File: src/hw/rtl/slm3_fifo.sv
module slm3_fifo #(
  parameter int unsigned Width = 8,
  parameter int unsigned Depth = 4
) (
  input  logic                         clk_i,
  input  logic                         rst_ni,
  input  logic                         push_i,
  input  logic [Width-1:0]             data_i,
  input  logic                         pop_i,
  output logic [Width-1:0]             data_o,
  output logic                         full_o,
  output logic                         empty_o,
  output logic [$clog2(Depth+1)-1:0]   count_o
);

  localparam int unsigned PtrW = $clog2(Depth);
  localparam int unsigned CntW = $clog2(Depth + 1);

  logic [Width-1:0] mem_q [Depth];
  logic [PtrW-1:0]  wr_ptr_q, wr_ptr_d;
  logic [PtrW-1:0]  rd_ptr_q, rd_ptr_d;
  logic [CntW-1:0]  count_q, count_d;
  logic             do_push, do_pop;

  assign full_o  = (count_q == CntW'(Depth));
  assign empty_o = (count_q == '0);
  assign count_o = count_q;
  assign data_o  = mem_q[rd_ptr_q];

  assign do_push = push_i && !full_o;
  assign do_pop  = pop_i && !empty_o;

  always_comb begin
    wr_ptr_d = wr_ptr_q;
    rd_ptr_d = rd_ptr_q;
    count_d  = count_q;
    if (do_push) begin
      wr_ptr_d = (wr_ptr_q == PtrW'(Depth - 1)) ? '0 : wr_ptr_q + 1'b1;
    end
    if (do_pop) begin
      rd_ptr_d = (rd_ptr_q == PtrW'(Depth - 1)) ? '0 : rd_ptr_q + 1'b1;
    end
    if (do_push && !do_pop) begin
      count_d = count_q + 1'b1;
    end else if (!do_push && do_pop) begin
      count_d = count_q - 1'b1;
    end
  end

  always_ff @(posedge clk_i or negedge rst_ni) begin
    if (!rst_ni) begin
      wr_ptr_q <= '0;
      rd_ptr_q <= '0;
      count_q  <= '0;
    end else begin
      wr_ptr_q <= wr_ptr_d;
      rd_ptr_q <= rd_ptr_d;
      count_q  <= count_d;
    end
  end

  always_ff @(posedge clk_i) begin
    if (do_push) begin
      mem_q[wr_ptr_q] <= data_i;
    end
  end

endmodule

File: config.mk
export PLATFORM = sky130hd
export DESIGN_NAME = slm3_fifo
export DESIGN_NICKNAME = d
export VERILOG_FILES = /design/src/hw/rtl/slm3_fifo.sv
export SDC_FILE = /design/constraint.sdc
export NUM_CORES = 1
export LEC_CHECK = 0
export BUFFER_PORTS_ARGS = -buffer_cell sky130_fd_sc_hd__buf_4
export CAP_MARGIN = 10
export CORE_MARGIN = 1
export CORE_UTILIZATION = 35
export DETAILED_ROUTE_END_ITERATION = 16
export GPL_TIMING_DRIVEN = 0
export SYNTH_ARGS = -nofsm -noshare
export SYNTH_HDL_FRONTEND = slang
export SYNTH_SLANG_ARGS = --single-unit
File: constraint.sdc
create_clock -name clk_i -period 4 [get_ports clk_i]
set_input_delay 0.8 -clock clk_i [delete_from_list [all_inputs] [get_ports clk_i]]
set_output_delay 0.8 -clock clk_i [all_outputs]
set_load 0.05 [all_outputs]
==> results of run 1 <==
-- synth_stat cells --
library cell  instances
and2_2                4
buf_1                 1
buf_2                 1
buf_6                 1
dfrtp_1               7
edfxtp_1             32
fa_1                  1
ha_1                  6
inv_1                 3
mux2_2                3
mux2_4                2
mux4_2                8
nand2b_4              1
nor2_1                3
nor2b_2               1
nor3_1                1
nor3b_4               1
xnor2_1               1
xor2_1                2
-- metal layers --
layer | share of wire, % | vias to the layer above
li1 | - | 365
met1 | 44 | 407
met2 | 50 | 26
met3 | 5.0 | 3
met4 | 1.4 | 0
met5 | 0 | -
-- cell type report --
| cell class | count | area [µm²] | area share [%] |
|---|---|---|---|
| buffer | 3 | 20.0 | 1.01 |
| clock buffer | 5 | 68.8 | 3.48 |
| clock inverter | 3 | 43.8 | 2.21 |
| inverter | 3 | 11.3 | 0.569 |
| multi-input combinational | 34 | 453 | 22.9 |
| sequential | 39 | 1140 | 57.4 |
| tap | 52 | 65.1 | 3.29 |
| timing repair buffer | 24 | 180 | 9.11 |
-- worst max-delay path, delay by kind of cell (launching register included) --
| family | cells | cell delay [ps] |
|---|---|---|
| flops | 1 | 350 |
| mux | 1 | 560 |
| buf+inv | 2 | 530 |
-- registers in the layout, indices dropped and copies added (netlist names) --
name      count
wr_ptr_q      2
count_o       3
mem_q        32
rd_ptr_q      2
-- worst max-delay path by stage --
stage | startpoint | end | slack [ps] | depth (start not counted)
floorplan | count_o[0]$_DFFE_PN0P_ | count_o[2]$_DFFE_PN0P_ | 750 | 8
CTS | rd_ptr_q[0]$_DFFE_PN0P_ | data_o[7] | 1440 | 3
detailed placement | push_i | count_o[1]$_DFFE_PN0P_ | 1740 | 7
global route | rd_ptr_q[0]$_DFFE_PN0P_ | data_o[7] | 1390 | 3
finish | rd_ptr_q[0]$_DFFE_PN0P_ | data_o[7] | 1470 | 3
global placement | push_i | count_o[1]$_DFFE_PN0P_ | 1750 | 7
-- cell families after synthesis --
family | synth area share, %
flops | 70.1
fa+ha+maj | 5.87
xor+xnor | 1.62
buf+inv | 1.93
simple gates | 5.41
mux | 15.1
-- power by group through the flow --
stage / Combinational [mW] / Clock, mW / Sequential [mW]
finish: 0.791 / 0.322 / 0.611
global route: 0.838 / 0.347 / 0.624
CTS: 0.806 / 0.329 / 0.613
detailed placement: 0.799 / 0 / 0.621
global placement: 0.787 / 0 / 0.613
floorplan: 0.546 / 0 / 0.660
-- per-stage QoR --
stage                     utilization [%]  hold WS [ps]  instance area, µm²
final                                44.8           310                1980
after global routing                 44.8           305                1980
after CTS                            44.8           302                1980
after detailed placement             42.3           528                1870
after global placement               42.3           514                1870
after floorplan                         -           504                1620
==> metrics.md, run 1 <==
| Metric | Value |
|---|---|
| Sum Neg Setup Slack | 0 ps |
| Antenna diodes | 0 |
| Root Driver | clkbuf_8 |
| Dominant cells by area after synthesis | edfxtp_1 59%, mux4_2 11%, dfrtp_1 11% |
| Number of H-tree levels | 2 |
| First-pass GRT wire length | around 4200 µm |
| Total clock sinks | 39 |
| Dpl ws | 1740 ps |
| CP endpoint kind | primary output |
| Pin count of the biggest net entering global routing | 14 |
| Max Clock Freq | 396 MHz |
| Pins Over Slew Limit | 0 |
| Post-DRT Antenna Nets | 0 |
| Global-route usage over all layers | about an eighth |
| GRT busiest layer | met2 |
| Postcts setup bufs | 0 |
| Area share of the largest cell type after synthesis | 59.3% |
| # fillers | slightly below 400 |
| Syn_area_per_cell | 20.5 µm² |
| Detailed Place HPWL | 1780 µm |
| Gate Count Post-Synth | roughly 80 |
| Final period util | a little over three fifths |
| Grt met3 use | under 10% |
| Via/cell ratio | just under 5 |
| Vias in the first global route | roughly 890 |
| Internal power | between 1 and 1.5 mW |
| GR Util met2 | 19.7% |
| CTS max path bufs | 2 |
| Register area share after synthesis | approximately 70% |
| Die ar. | between 4000 and 5000 µm² |
| GP Congestion | 0.633 |
| Post-cts resize count | 0 |
| CP max stage delay | approximately 560 ps |
| Most common cell after layout, fill and taps aside | edfxtp_1 |
| Fin. Hold Viols | 0 |
| # setup viols final | 0 |
| Final Skew | ~3.7 ps |
| Power per cell area | roughly 870 nW/µm² |
| Syn nets | between 90 and 100 |
| Synth Warn # | 0 |
| Via Count | ~800 |
| DR iter-0 viols | 48 |
| Die Y | 70.0 µm |
| Max IR drop VDD | approximately 470 µV |
| Max-Slew Margin vs Limit | a little over 60% |
| Row cnt | 24 |
| Clock power share | about a fifth |
| Fin nets | around 130 |
| Least-Margin Pin Slew | a little under 600 ps |
| Wire per inst | 15.6 µm |
| Synth unique cells | 19 |
| I/O pin cnt | 25 |
| Switching Power | 680 µW |
| Min cycle time layout | about 2500 ps |
| Outcome | finished clean |
| Reg2Reg Depth | 8 |
| Leak Pwr | between 0.7 and 0.8 nW |
| Number of port buffers | 24 |
| Worst-Skew Late Latency | 290 ps |
| Critical-path cell list | buf_2 > mux4_2 > buf_4 |
| Setup ws final | around 1500 ps |
| Post-Syn Area | approximately 1600 µm² |
| WP data arrival | between 1500 and 2000 ps |
| Most frequent cells in the layout | 32 x edfxtp_1, 24 x buf_4, 8 x mux4_2, 7 x dfrtp_1, 6 x ha_1 |
| Slowest CP cell | mux4_2 |
| Gate power share | between 40 and 50% |
| Core area | between 4000 and 5000 µm² |
| Initial antenna violation count | 0 |
| Worst R2R End | count_o[2]$_DFFE_PN0P_ |
| Hold_buf cts | 0 |
| Max-cap violations | 0 |
| DRC Markers | 0 |
| CTS tree | done |
| Max Fanout on Critical Path | 10 |
| Critical path type | flip-flop to primary output |
| Total Wirelength | between 2000 and 3000 µm |
| Worst path required time | about 3200 ps |
| Hold Path Class | input port to async pin |
| Overflow left after global routing | 0 |
| Share of cells above drive strength 1 | 48.6% |
| Reg2reg setup slack | 1930 ps |
| Sw frac | between 30% and 40% |
| Starting Density | a little under two fifths |
| Reg-to-Reg Start | count_o[0]$_DFFE_PN0P_ |
| Power after layout | 1.72 mW |
| Drt first pass iters | 2 |
| P&R area growth vs syn | 22.1% |
| Unrepaired setup endpoints after global routing | no |
| Fin cells | 163 |
| CP Launch Type | flip-flop |
| Yosys top cell by area | edfxtp_1 |
| Register share of total power | between 30% and 40% |
| Total clock buffers created by CTS | 5 |
| Post-synthesis register bit count | 39 |
| Reg clk slew, reported paths | ~70 ps |
| Dpl cells | roughly 160 |
| GR met1 Demand/Resource | 13.4% |
| Horiz. Die Dim | 70.0 µm |
Power figures use the tool's default switching activity.
==> run 2: changes to the inputs <==
==> constraint.sdc (replaced) <==
create_clock -name clk_i -period 2.1 [get_ports clk_i]
set_input_delay 0.42 -clock clk_i [delete_from_list [all_inputs] [get_ports clk_i]]
set_output_delay 0.42 -clock clk_i [all_outputs]
set_load 0.05 [all_outputs]
==> metrics.md, run 2 (synthesized netlist as in run 1, its figures left out) <==
| Metric | Value |
|---|---|
| Most common cell after layout, fill and taps aside | edfxtp_1 |
| Final Skew | about 2.7 ps |
| Buf/Inv on CP | 2 |
| Via/cell ratio | approximately 4.7 |
| Slowest CP cell | mux4_2 |
| Share of cells above drive strength 1 | a little over half |
| Endpoint, Worst Hold | mem_q[0][5]$_DFFE_PP_ |
| Max Fanout on Critical Path | 10 |
| Fin. Hold Viols | 0 |
| Vias in the first global route | between 900 and 1000 |
| Fin nets | 130 |
| I/O pin cnt | 25 |
| Outcome | finished clean |
| Worst R2R End | count_o[2]$_DFFE_PN0P_ |
| Reg-to-Reg Start | count_o[2]$_DFFE_PN0P_ |
| CP max stage delay | 520 ps |
| Max-Slew Margin vs Limit | between 80% and 90% |
| Hold Crit Start | data_i[5] |
| CP Launch Type | flip-flop |
| Pins Over Slew Limit | 0 |
| Unrepaired setup endpoints after global routing | no |
| Global-route usage over all layers | between 10 and 15% |
| Reg clk slew, reported paths | roughly 70 ps |
| Worst-Skew Late Latency | roughly 280 ps |
| # fillers | roughly 400 |
| Crit path max-delay family | multiplexers |
| First-pass GRT wire length | 4410 µm |
| DRC Markers | 0 |
| Reg2Reg Depth | 9 |
| Die ar. | between 4000 and 5000 µm² |
| P&R area growth vs syn | 22.9% |
| Total Wirelength | roughly 2600 µm |
| Die Y | around 70 µm |
| Hold_ws | 333 ps |
| Detailed Place HPWL | ~1800 µm |
| Min cycle time layout | slightly below 2000 ps |
| CP endpoint kind | primary output |
| Total clock sinks | 39 |
| Max reg flops | 32 |
| Max Clock Freq | between 500 and 600 MHz |
| Most frequent cells in the layout | 32 x edfxtp_1, 24 x buf_4, 8 x mux4_2, 5 x ha_1, 5 x clkbuf_8 |
| Pin count of the biggest net entering global routing | 12 |
| Worst path required time | about 1700 ps |
| CTS tree | done |
| Least-Margin Pin Slew | ~250 ps |
| GR met1 Demand/Resource | 13.5% |
| GP Congestion | about 0.63 |
| Critical-path cell list | buf_6 > mux4_2 > buf_4 |
| Power per cell area | 1600 nW/µm² |
| Final period util | 94.4% |
| GRT busiest layer | met2 |
| Critical path type | flip-flop to primary output |
| Max IR drop VDD | 434 µV |
| Overflow left after global routing | 0 |
| DR iter-0 viols | 16 |
| Antenna diodes | 0 |
| Post-DRT Antenna Nets | 0 |
| Number of port buffers | 24 |
| Max-cap violations | 0 |
| Initial antenna violation count | 0 |
| Horiz. Die Dim | roughly 70 µm |
| Root Driver | clkbuf_8 |
| Row cnt | 24 |
| Hold Path Class | input port to flip-flop |
| Drt first pass iters | 4 |
| Via Count | just under 800 |
| Wire per inst | 15.9 µm |
| Grt met3 use | ~4.6% |
| CTS max path bufs | 2 |
| GR Util met2 | a little over a fifth |
| Reg2reg setup slack | approximately 180 ps |
| Power after layout | approximately 3.2 mW |
| Number of H-tree levels | 2 |
| Total clock buffers created by CTS | 5 |
| Starting Density | a little under two fifths |
| Core area | approximately 4400 µm² |
| WHS Path Cells | 1 |
| WP data arrival | 1560 ps |
| Most flops, register | mem_q |
| Leak Pwr | roughly 0.75 nW |
| # setup viols final | 0 |
[run 2: per-layer routing]
metal	share of wire, %	wire, µm
met1	39	1020
met2	54	1410
met3	4.7	123
met4	2.3	59
met5	0	0
[run 2: layout make-up]
class,count,area (µm²),share of cell area (%)
flip-flops and latches,39,1140,57.2
multi-input cells,34,477,23.9
repair buffers,25,190,9.55
clock buffers,7,76.3,3.83
well taps,52,65.1,3.27
plain buffers,3,27.5,1.38
inverters,3,11.3,0.565
clock inverters,1,5.00,0.251
[run 2: what timing repair did]
item                       CTS  global route
setup buffers                0             0
hold endpoints to repair     7             0
setup endpoints to repair    8             5
hold buffers                 1             0
resized for setup            2             1
[run 2: how the worst max path moves through the flow]
stage	from	endpoint	slack [ps]	cells after the start
final	rd_ptr_q[0]$_DFFE_PN0P_	data_o[7]	120	3
after global routing	rd_ptr_q[0]$_DFFE_PN0P_	data_o[7]	30	3
after global placement	count_o[2]$_DFFE_PN0P_	count_o[2]$_DFFE_PN0P_	230	9
after CTS	rd_ptr_q[0]$_DFFE_PN0P_	data_o[7]	40	3
after detailed placement	count_o[2]$_DFFE_PN0P_	count_o[2]$_DFFE_PN0P_	180	9
after floorplan	count_o[2]$_DFFE_PN0P_	count_o[1]$_DFFE_PN0P_	-240	7
[run 2: power by group]
group	internal, mW	switching (mW)
Combinational	0.617	0.916
Clock	0.233	0.239
Sequential	1.06	0.132
[run 2: metrics by stage]
step                      util, %  std cells  cell area, µm²  worst slack, ps  TNS (ps)
after global routing         45.1        164            1990             31.4         0
after global placement       42.9        155            1890              228         0
after detailed placement     42.9        155            1890              176         0
final                        45.1        164            1990              119         0
after floorplan                 -         79            1650             -239      -463
after CTS                    45.0        164            1990             42.3         0
