===== config.mk =====
export PLATFORM = sky130hd
export DESIGN_NAME = slm3_front
export DESIGN_NICKNAME = d
export VERILOG_FILES = /design/src/hw/rtl/slm3_pkg.sv /design/src/hw/rtl/slm3_front.sv
export SDC_FILE = /design/constraint.sdc
export NUM_CORES = 1
export LEC_CHECK = 0
export ABC_AREA = 1
export BUFFER_PORTS_ARGS = -buffer_cell sky130_fd_sc_hd__buf_2
export CORE_MARGIN = 5
export CORE_UTILIZATION = 30
export DETAILED_ROUTE_END_ITERATION = 10
export GPL_ROUTABILITY_DRIVEN = 0
export SLEW_MARGIN = 20
export SYNTH_ARGS = -nofsm -noshare
export SYNTH_HDL_FRONTEND = slang
export SYNTH_SLANG_ARGS = --single-unit

===== constraint.sdc =====
create_clock -name clk_i -period 5.05 [get_ports clk_i]
set_clock_uncertainty 0.1 [all_clocks]
set_input_delay 0.505 -clock clk_i [delete_from_list [all_inputs] [get_ports clk_i]]
set_output_delay 0.505 -clock clk_i [all_outputs]
set_load 0.05 [all_outputs]

===== src/hw/rtl/slm3_pkg.sv =====
package slm3_pkg;

  // fixed field widths of the stream
  localparam int unsigned ColorW  = 8;
  localparam int unsigned SatW    = 2 * ColorW;
  localparam int unsigned CoordW  = 10;
  localparam int unsigned CfgW    = 11;
  localparam int unsigned CfgIdxW = 1;

  // geometry defaults
  localparam int unsigned MaxWidth  = 1024;
  localparam int unsigned MaxHeight = 1024;
  localparam int unsigned DimReset  = 1024;

  // queue depths
  localparam int unsigned MidDepth = 4;
  localparam int unsigned OutDepth = 8;

  typedef enum logic [CfgIdxW-1:0] {
    RegFrameWidth  = 1'b0,
    RegFrameHeight = 1'b1
  } cfg_reg_e;

  // what the front decided about one transaction
  typedef struct packed {
    logic emit;
    logic fin;
    logic top_ok;
    logic bot_ok;
    logic left_ok;
    logic right_ok;
  } pix_flags_t;

endpackage


===== src/hw/rtl/slm3_front.sv =====
module slm3_front #(
  parameter int unsigned MAX_WIDTH  = slm3_pkg::MaxWidth,
  parameter int unsigned MAX_HEIGHT = slm3_pkg::MaxHeight
) (
  input  logic                            clk_i,
  input  logic                            rst_ni,
  input  logic                            cfg_we_i,
  input  slm3_pkg::cfg_reg_e              cfg_idx_i,
  input  logic [slm3_pkg::CfgW-1:0]       cfg_data_i,
  input  logic                            accept_i,
  input  logic                            cmd_i,
  input  logic [slm3_pkg::ColorW-1:0]     red_i,
  input  logic [slm3_pkg::ColorW-1:0]     green_i,
  input  logic [slm3_pkg::ColorW-1:0]     blue_i,
  output logic [$clog2(MAX_WIDTH)-1:0]    addr_o,
  output logic [slm3_pkg::SatW-1:0]       sat_o,
  output logic [slm3_pkg::CoordW-1:0]     col_o,
  output logic [slm3_pkg::CoordW-1:0]     row_o,
  output slm3_pkg::pix_flags_t            flags_o
);

  localparam int unsigned CW  = $clog2(MAX_WIDTH);
  localparam int unsigned DWW = $clog2(MAX_WIDTH + 1);
  localparam int unsigned RW  = $clog2(MAX_HEIGHT + 2);
  localparam int unsigned DHW = $clog2(MAX_HEIGHT + 1);
  localparam int unsigned WReset =
    (MAX_WIDTH < slm3_pkg::DimReset) ? MAX_WIDTH : slm3_pkg::DimReset;
  localparam int unsigned HReset =
    (MAX_HEIGHT < slm3_pkg::DimReset) ? MAX_HEIGHT : slm3_pkg::DimReset;

  logic [DWW-1:0] width_q, width_d;
  logic [DHW-1:0] height_q, height_d;
  logic [CW-1:0]  in_col_q, in_col_d;
  logic [RW-1:0]  in_row_q, in_row_d;

  logic [DWW-1:0] cfg_w;
  logic [DHW-1:0] cfg_h;
  logic [CW:0]    col_inc;
  logic           col_wrap;
  logic [CW-1:0]  w_m1;
  logic [RW-1:0]  h_ext, h_m1;
  logic [CW-1:0]  cc;
  logic [RW-1:0]  cr;
  logic           row_ok;

  function automatic logic [slm3_pkg::SatW-1:0] make_sat(
    input logic [slm3_pkg::ColorW-1:0] r,
    input logic [slm3_pkg::ColorW-1:0] g,
    input logic [slm3_pkg::ColorW-1:0] b
  );
    logic [slm3_pkg::ColorW-1:0] hi;
    logic [slm3_pkg::ColorW-1:0] lo;
    hi = r;
    lo = r;
    if (g > hi) hi = g;
    if (b > hi) hi = b;
    if (g < lo) lo = g;
    if (b < lo) lo = b;
    // black is kept as fraction 0/1
    if (hi == '0) begin
      return slm3_pkg::SatW'(1);
    end
    return {hi - lo, hi};
  endfunction

  // zero acts as one, above the bound saturates
  always_comb begin
    if (cfg_data_i == '0) begin
      cfg_w = DWW'(1);
      cfg_h = DHW'(1);
    end else begin
      cfg_w = (32'(cfg_data_i) > MAX_WIDTH) ? DWW'(MAX_WIDTH) : DWW'(cfg_data_i);
      cfg_h = (32'(cfg_data_i) > MAX_HEIGHT) ? DHW'(MAX_HEIGHT) : DHW'(cfg_data_i);
    end
  end

  assign col_inc  = (CW + 1)'(in_col_q) + (CW + 1)'(1);
  assign col_wrap = (col_inc >= (CW + 1)'(width_q));
  assign w_m1     = CW'(width_q - 1'b1);
  assign h_ext    = RW'(height_q);
  assign h_m1     = h_ext - 1'b1;

  // the transaction decides the pixel one row and one column behind it
  always_comb begin
    if (in_col_q != '0) begin
      cc     = in_col_q - 1'b1;
      cr     = in_row_q - 1'b1;
      row_ok = (in_row_q >= RW'(1));
    end else begin
      cc     = w_m1;
      cr     = in_row_q - RW'(2);
      row_ok = (in_row_q >= RW'(2));
    end
  end

  always_comb begin
    flags_o.emit     = row_ok && (cr < h_ext);
    flags_o.fin      = flags_o.emit && (cr == h_m1) && (cc == w_m1);
    flags_o.top_ok   = (cr != '0);
    flags_o.bot_ok   = (cr != h_m1);
    flags_o.left_ok  = (cc != '0);
    flags_o.right_ok = (cc != w_m1);
  end

  assign addr_o = in_col_q;
  assign col_o  = slm3_pkg::CoordW'(32'(cc));
  assign row_o  = slm3_pkg::CoordW'(32'(cr));
  // pads and pixels of the flush rows count as saturation zero
  assign sat_o  = (!cmd_i && (in_row_q < h_ext)) ? make_sat(red_i, green_i, blue_i)
                                                 : slm3_pkg::SatW'(1);

  always_comb begin
    width_d  = width_q;
    height_d = height_q;
    in_col_d = in_col_q;
    in_row_d = in_row_q;
    if (cfg_we_i) begin
      unique case (cfg_idx_i)
        slm3_pkg::RegFrameWidth:  width_d  = cfg_w;
        slm3_pkg::RegFrameHeight: height_d = cfg_h;
      endcase
      in_col_d = '0;
      in_row_d = '0;
    end else if (accept_i) begin
      if (flags_o.fin) begin
        in_col_d = '0;
        in_row_d = '0;
      end else if (col_wrap) begin
        in_col_d = '0;
        in_row_d = in_row_q + 1'b1;
      end else begin
        in_col_d = in_col_q + 1'b1;
      end
    end
  end

  always_ff @(posedge clk_i or negedge rst_ni) begin
    if (!rst_ni) begin
      width_q  <= DWW'(WReset);
      height_q <= DHW'(HReset);
      in_col_q <= '0;
      in_row_q <= '0;
    end else begin
      width_q  <= width_d;
      height_q <= height_d;
      in_col_q <= in_col_d;
      in_row_q <= in_row_d;
    end
  end

endmodule


==> results of run 1 <==
through the flow:
step	setup TNS, ps	instances	instance area (sq um)	util [%]	hold WS [ps]
CTS	-45.7	1323	7540	38.7	309
floorplan	0	899	5970	-	109
global placement	-418	1295	7090	36.4	386
global route	-937	1328	7930	40.8	141
detailed placement	-661	1295	7090	36.4	410
finish	0	1328	7930	40.8	90.4
report_power, final:
| part | internal [mW] | leakage [nW] | switching, mW |
|---|---|---|---|
| clock network | 0.235 | 0.0804 | 0.149 |
| logic | 0.817 | 3.39 | 1.46 |
| registers | 0.375 | 0.571 | 0.0401 |
| total | 1.43 | 4.04 | 1.65 |
sequential cells by signal, indices dropped and copies added, names as in the netlist:
register  cells
h_ext        11
in_row_q     11
width_q      11
addr_o       10
layer usage:
metal / part of all wire, % / wire [microns] / GRT usage [%]
met1: 47 / 7950 / 19.6
met2: 47 / 7960 / 24.1
met3: 5.1 / 870 / 2.17
met4: 1.2 / 208 / 3.06
met5: 0 / 0 / 0
cells in the final DEF, fill, tap and decap left out, types with 13 or more instances in the layout:
cell / synthesis / layout
buf_2: 5 / 76
nand2_1: 207 / 187
xor2_1: 53 / 51
inv_1: 137 / 125
nand3_1: 45 / 42
o21ai_0: 54 / 38
nor2_1: 89 / 81
o21ai_2: 12 / 22
a21oi_1: 24 / 18
nand3b_1: 17 / 17
nand2_2: 15 / 29
ha_1: 72 / 57
dfrtp_1: 41 / 41
buf_4: 0 / 84
nand4_1: 14 / 14
ha_4: 0 / 13
cell families (layout without fill, tap and decap cells):
group | count (synthesis) | in the layout | synth area share [%]
compound gates | 126 | 126 | 12.5
flops | 43 | 43 | 18.2
fa+ha+maj | 73 | 73 | 15.5
xor+xnor | 61 | 61 | 9.02
simple gates | 433 | 434 | 33.2
buf+inv | 162 | 325 | 11.1
mux | 1 | 1 | 0.380
critical path, delay by kind of cell:
kind / cells / cell delay, ps
AO/OA/AOI/OAI: 4 / 450
AND/OR/NAND/NOR: 22 / 1910
adder cells (fa/ha/maj): 2 / 420
buffers and inverters: 9 / 1020
timing repair:
item,CTS,global route
setup endpoints to repair,4,8
setup buffers,19,5
pin swaps,31,42
resized for setup,50,85
cloned,1,0
path summary, 6_finish.rpt:
path | from | end | slack (ps) | cells after the start
max in group asynchronous | rst_ni | h_ext[6] | 4360 | 1
min in group clk_i | accept_i | addr_o[2] | 390 | 4
min | rst_ni | addr_o[0] | 90 | 1
min reg2reg | width_q[10] | width_q[10] | 410 | 2
max reg2reg | addr_o[0] | in_row_q[5] | 460 | 23
max | green_i[5] | sat_o[15] | 110 | 37
area by class of cell:
cell class	instances	share of cell area, %
Sequential cell	43	13.6
Timing Repair Buffer	177	15.2
Clock inverter	3	0.584
Inverter	140	6.70
Multi-Input combinational cell	695	58.2
Tap cell	265	4.18
Clock buffer	5	1.58
==> metrics.md, run 1 <==
| Metric | Value |
|---|---|
| Pin count of the biggest net entering global routing | 44 |
| Slowest-stage cell, CP | ha_4 |
| CP startpoint kind | input port |
| FF+latch area | 0.00108 sq mm |
| Number of enable flip-flop cells after synthesis | 0 |
| ANT nets after route | 0 |
| FMAX | 0.203 GHz |
| Max-slew violations | 0 |
| Ys async rst share | 100% |
| PortBufs | just over 90 |
| Cell mode on critical path | nand2_1 |
| Gr ovfl total | 0 |
| Top cells by area, synth | dfrtp_1, ha_1, nand2_1 |
| CP Max Fanout | 5 |
| Syn nets | 1013 |
| Distinct cell type count after synthesis | between 40 and 50 |
| Post-Synthesis Mean Instance Area | around 6.6 sq um |
| Clock Sinks | 43 |
| RSZ-0062 raised after global routing | yes |
| Crit end category | output pin |
| Syn Std Cell Area | ~0.0059 sq mm |
| Leakage power | around 4.0 nW |
| Die area | 0.0227 sq mm |
| Top cells by count, synth | nand2_1, inv_1, nor2_1 |
| Sequential-to-total area share from yosys stat | 18.2% |
| Hold_buf cts | 0 |
| Fraction of layout cells with a size suffix above 1 | between 20% and 30% |
| Share of the synthesized area in the top cell type | between 10% and 20% |
| Worst Path Required | 4450 ps |
| Worst path arrival time | around 4300 ps |
| Gate Count Post-Synth | 899 |
| Dominant synthesized flop cell | dfrtp_1 |
| Vias in the first global route | 5750 |
| Setup Viol. Count Final | 0 |
| Period utilization | 97.8% |
| Tmin final | about 4900 ps |
| Maxcap violations | 0 |
| Status | finished clean |
| Pre-antenna DRT Iters | 6 |
| Register clock-pin slew on the reported worst setup and hold paths | 70 ps |
| Die Y-Extent | 151 microns |
| Deepest clock path buffer count | 2 |
| Worst-Skew Late Latency | just under 300 ps |
| CTS H-tree lvls | 2 |
| Synth warn | 0 |
| Total track usage | 14.4% |
| Worst slew pin tran | between 800 and 900 ps |
| Area leader, netlist | dfrtp_1 |
| Slew HR | between 30% and 40% |
| CTS tree | yes |
| Fin. Hold Viols | 0 |
| Area of the multi-input gates | about 0.0046 sq mm |
| First-pass GRT wire length | roughly 27000 microns |
| N_diodes | 0 |
| Vias per cell | about 4.6 |
| FF+latch count, synth | 43 |
| Most numerous cell in the Yosys netlist | nand2_1 |
| Drc violations | 0 |
| Maximum vdd drop | 0.000201 V |
| Antenna violations before repair | 0 |
| Synthesis-to-layout area growth | 33.9% |
| Final setup margin | about 110 ps |
| Initial core utilization | a little under a third |
| Power Dens Cells | roughly 390 mW/mm^2 |
| Slowest stage delay, CP | around 260 ps |
| # IOs | 93 |
| Fin nets | 1176 |
| HPWL Detailed | about 14000 microns |
| Critical path class | in2out |
| Fillers | 2012 |
| Tot Pwr | around 3.1 mW |
| Root Driver | clkbuf_16 |
| Routed WL per cell | roughly 13 microns |
| Hold Path Class | in2async |
| Drt total wl | approximately 17000 microns |
| Inserted Clock Buffers | 5 |
| Row Count | between 50 and 60 |
| Via count | 6141 |
| Core area | ~0.019 sq mm |
| Initial DRC count | 252 |
| Die width | ~150 microns |
| Pre-CTS setup slack | -331 ps |
Note: power is estimated with default switching activity, not from simulation.
==> run 2: changes to the inputs <==
--- a/config.mk
+++ b/config.mk
@@ -6,7 +6,7 @@
 export NUM_CORES = 1
 export LEC_CHECK = 0
 export ABC_AREA = 1
-export BUFFER_PORTS_ARGS = -buffer_cell sky130_fd_sc_hd__buf_2
+export BUFFER_PORTS_ARGS = -buffer_cell sky130_fd_sc_hd__clkbuf_2
 export CORE_MARGIN = 5
 export CORE_UTILIZATION = 30
 export DETAILED_ROUTE_END_ITERATION = 10
==> metrics.md, run 2 (synthesis results as in run 1) <==
| Metric | Value |
|---|---|
| Status | finished clean |
| Slowest-stage cell, CP | ha_1 |
| Gr ovfl total | 0 (unchanged) |
| Antenna violations before repair | 0 (unchanged) |
| Tot Pwr | 3.01 mW (-2.1%) |
| Register clock-pin slew on the reported worst setup and hold paths | 60 ps (about the same) |
| Maximum vdd drop | 0.000173 V (-14%) |
| WL met1 | 7810 microns (-1.7%) |
| ANT nets after route | 0 (unchanged) |
| Core area | 0.0195 sq mm (unchanged) |
| HPWL Detailed | 13700 microns (+0.46%) |
| Vias in the first global route | 5679 (-1.2%) |
| Met3 routed WL | 810 microns (-6.9%) |
| Reg2Reg Depth | 22 (-4.3%) |
| DR WL met2 | 7810 microns (-1.9%) |
| Routed WL per cell | 12.8 microns (+0.18%) |
| Placed cell areas | 0.00708 sq mm (-0.11%) |
| Total track usage | 14.4% (about the same) |
| Max-slew violations | 0 (unchanged) |
| Final instance area | 0.00774 sq mm (-2.5%) |
| Drt total wl | 16800 microns (-1.2%) |
| Deepest clock path buffer count | 2 (unchanged) |
| Worst hold slack | 178 ps (+87.1 ps) |
| Pre-CTS setup slack | -209 ps (+123 ps) |
| Crit end category | output pin |
| Power Dens Cells | 389 mW/mm^2 (+0.41%) |
| CTS H-tree lvls | 2 (unchanged) |
| Final Util | 39.8% (-1.0 points) |
| Cell mode on critical path | nand2_1 |
| Tmin final | 5000 ps (+64.3 ps) |
| Row Count | 51 (unchanged) |
| Most frequent cells in the layout | nand2_1, inv_1, clkbuf_2, nor2_1, buf_4 |
| # IOs | 93 (unchanged) |
| CTS tree | yes |
| Pin count of the biggest net entering global routing | 44 (unchanged) |
| Worst-Skew Late Latency | 290 ps (about the same) |
| Clock Sinks | 43 (unchanged) |
| Fin nets | 1158 (-1.5%) |
| Worst Path Required | 4450 ps (about the same) |
| Die area | 0.0227 sq mm (unchanged) |
| Critical path class | in2out |
| Initial core utilization | 30.4% (unchanged) |
| Via count | 6078 (-1.0%) |
| Initial DRC count | 209 (-17%) |
| Worst slew pin tran | 909 ps (+9.87 ps) |
| Synthesis-to-layout area growth | 30.6% |
| Commonest non-fill, non-tap cell in the layout | nand2_1 |
| Die width | 151 microns (unchanged) |
| Dpl cells | 1286 (-0.69%) |
| Hold Path Class | in2async |
| Slew HR | 39.2% (-0.66 points) |
| CP Max Fanout | 6 (+1) |
| CP startpoint kind | input port |
| Pre-antenna DRT Iters | 4 (-2) |
| Fraction of layout cells with a size suffix above 1 | 27.2% (-2.2 points) |
| Fin. Hold Viols | 0 (unchanged) |
| Final setup margin | 48.6 ps (-64.3 ps) |
| Setup Viol. Count Final | 0 (unchanged) |
| Die Y-Extent | 151 microns (unchanged) |
| Worst path arrival time | 4400 ps (+70 ps) |
| Final setup TNS | 0 ps (unchanged) |
| Leakage power | 3.97 nW (-1.8%) |
| FMAX | 0.200 GHz (-1.3%) |
| PortBufs | 92 (unchanged) |
| N_diodes | 0 (unchanged) |
| First-pass GRT wire length | 26700 microns (-0.72%) |
| Slowest stage delay, CP | 320 ps (+60 ps) |
| Finished Layout Cells | 1310 (-1.4%) |
| Inserted Clock Buffers | 5 (unchanged) |
| Highest Signal Layer | met4 |
| Period utilization | 99.0% (+1.3 points) |
| RSZ-0062 raised after global routing | yes |
| Fillers | 2059 (+2.3%) |
| Maxcap violations | 0 (unchanged) |
| Drc violations | 0 (unchanged) |
| Vias per cell | 4.64 (+0.33%) |
| Root Driver | clkbuf_16 |
-- run 2: cell types whose count changed in the layout (fill, tap and decap cells not counted), sizes merged --
| cell | before | now |
|---|---|---|
| buf | 174 | 74 |
| clkbuf | 8 | 90 |
-- run 2: power by group --
part / switching (mW) / total (mW) / internal (mW)
Combinational: 1.44 / 2.21 / 0.768
Clock: 0.154 / 0.389 / 0.236
Sequential: 0.0403 / 0.415 / 0.375
Total: 1.64 / 3.01 / 1.38
-- run 2: path summary, 6_finish.rpt --
path	slack, ps	start	to
max	50	green_i[0]	sat_o[15]
min	180	rst_ni	addr_o[0]
max reg2reg	570	addr_o[0]	in_row_q[1]
min reg2reg	410	width_q[10]	width_q[10]
max in group asynchronous	4280	rst_ni	width_q[10]
min in group clk_i	400	accept_i	addr_o[0]
-- run 2: cell type report --
cell class	count	area [sq um]	area share, %
clock buffers	5	125	1.62
clock inverters	3	46.3	0.598
inverters	140	534	6.90
multi-input cells	695	4520	58.4
flip-flops and latches	43	1080	13.9
well taps	265	332	4.28
repair buffers	159	1100	14.3
-- run 2: worst max-delay path, delay by kind of cell --
family / cells / cell delay, ps
AND/OR/NAND/NOR: 23 / 1990
buffers and inverters: 7 / 610
AO/OA/AOI/OAI: 5 / 540
adder cells (fa/ha/maj): 3 / 730
-- run 2: routing by layer --
metal	GRT usage, %	vias up
met4	3.52	0
met5	0	-
met2	24.4	111
met3	2.56	22
li1	-	3202
met1	18.9	2743
-- run 2: repair_timing --
action,CTS,global route
gates cloned,1,2
setup endpoints to repair,3,4
hold buffers,0,0
resized for setup,24,80
hold endpoints to repair,0,0
buffers inserted,3,10
pin swaps,9,50
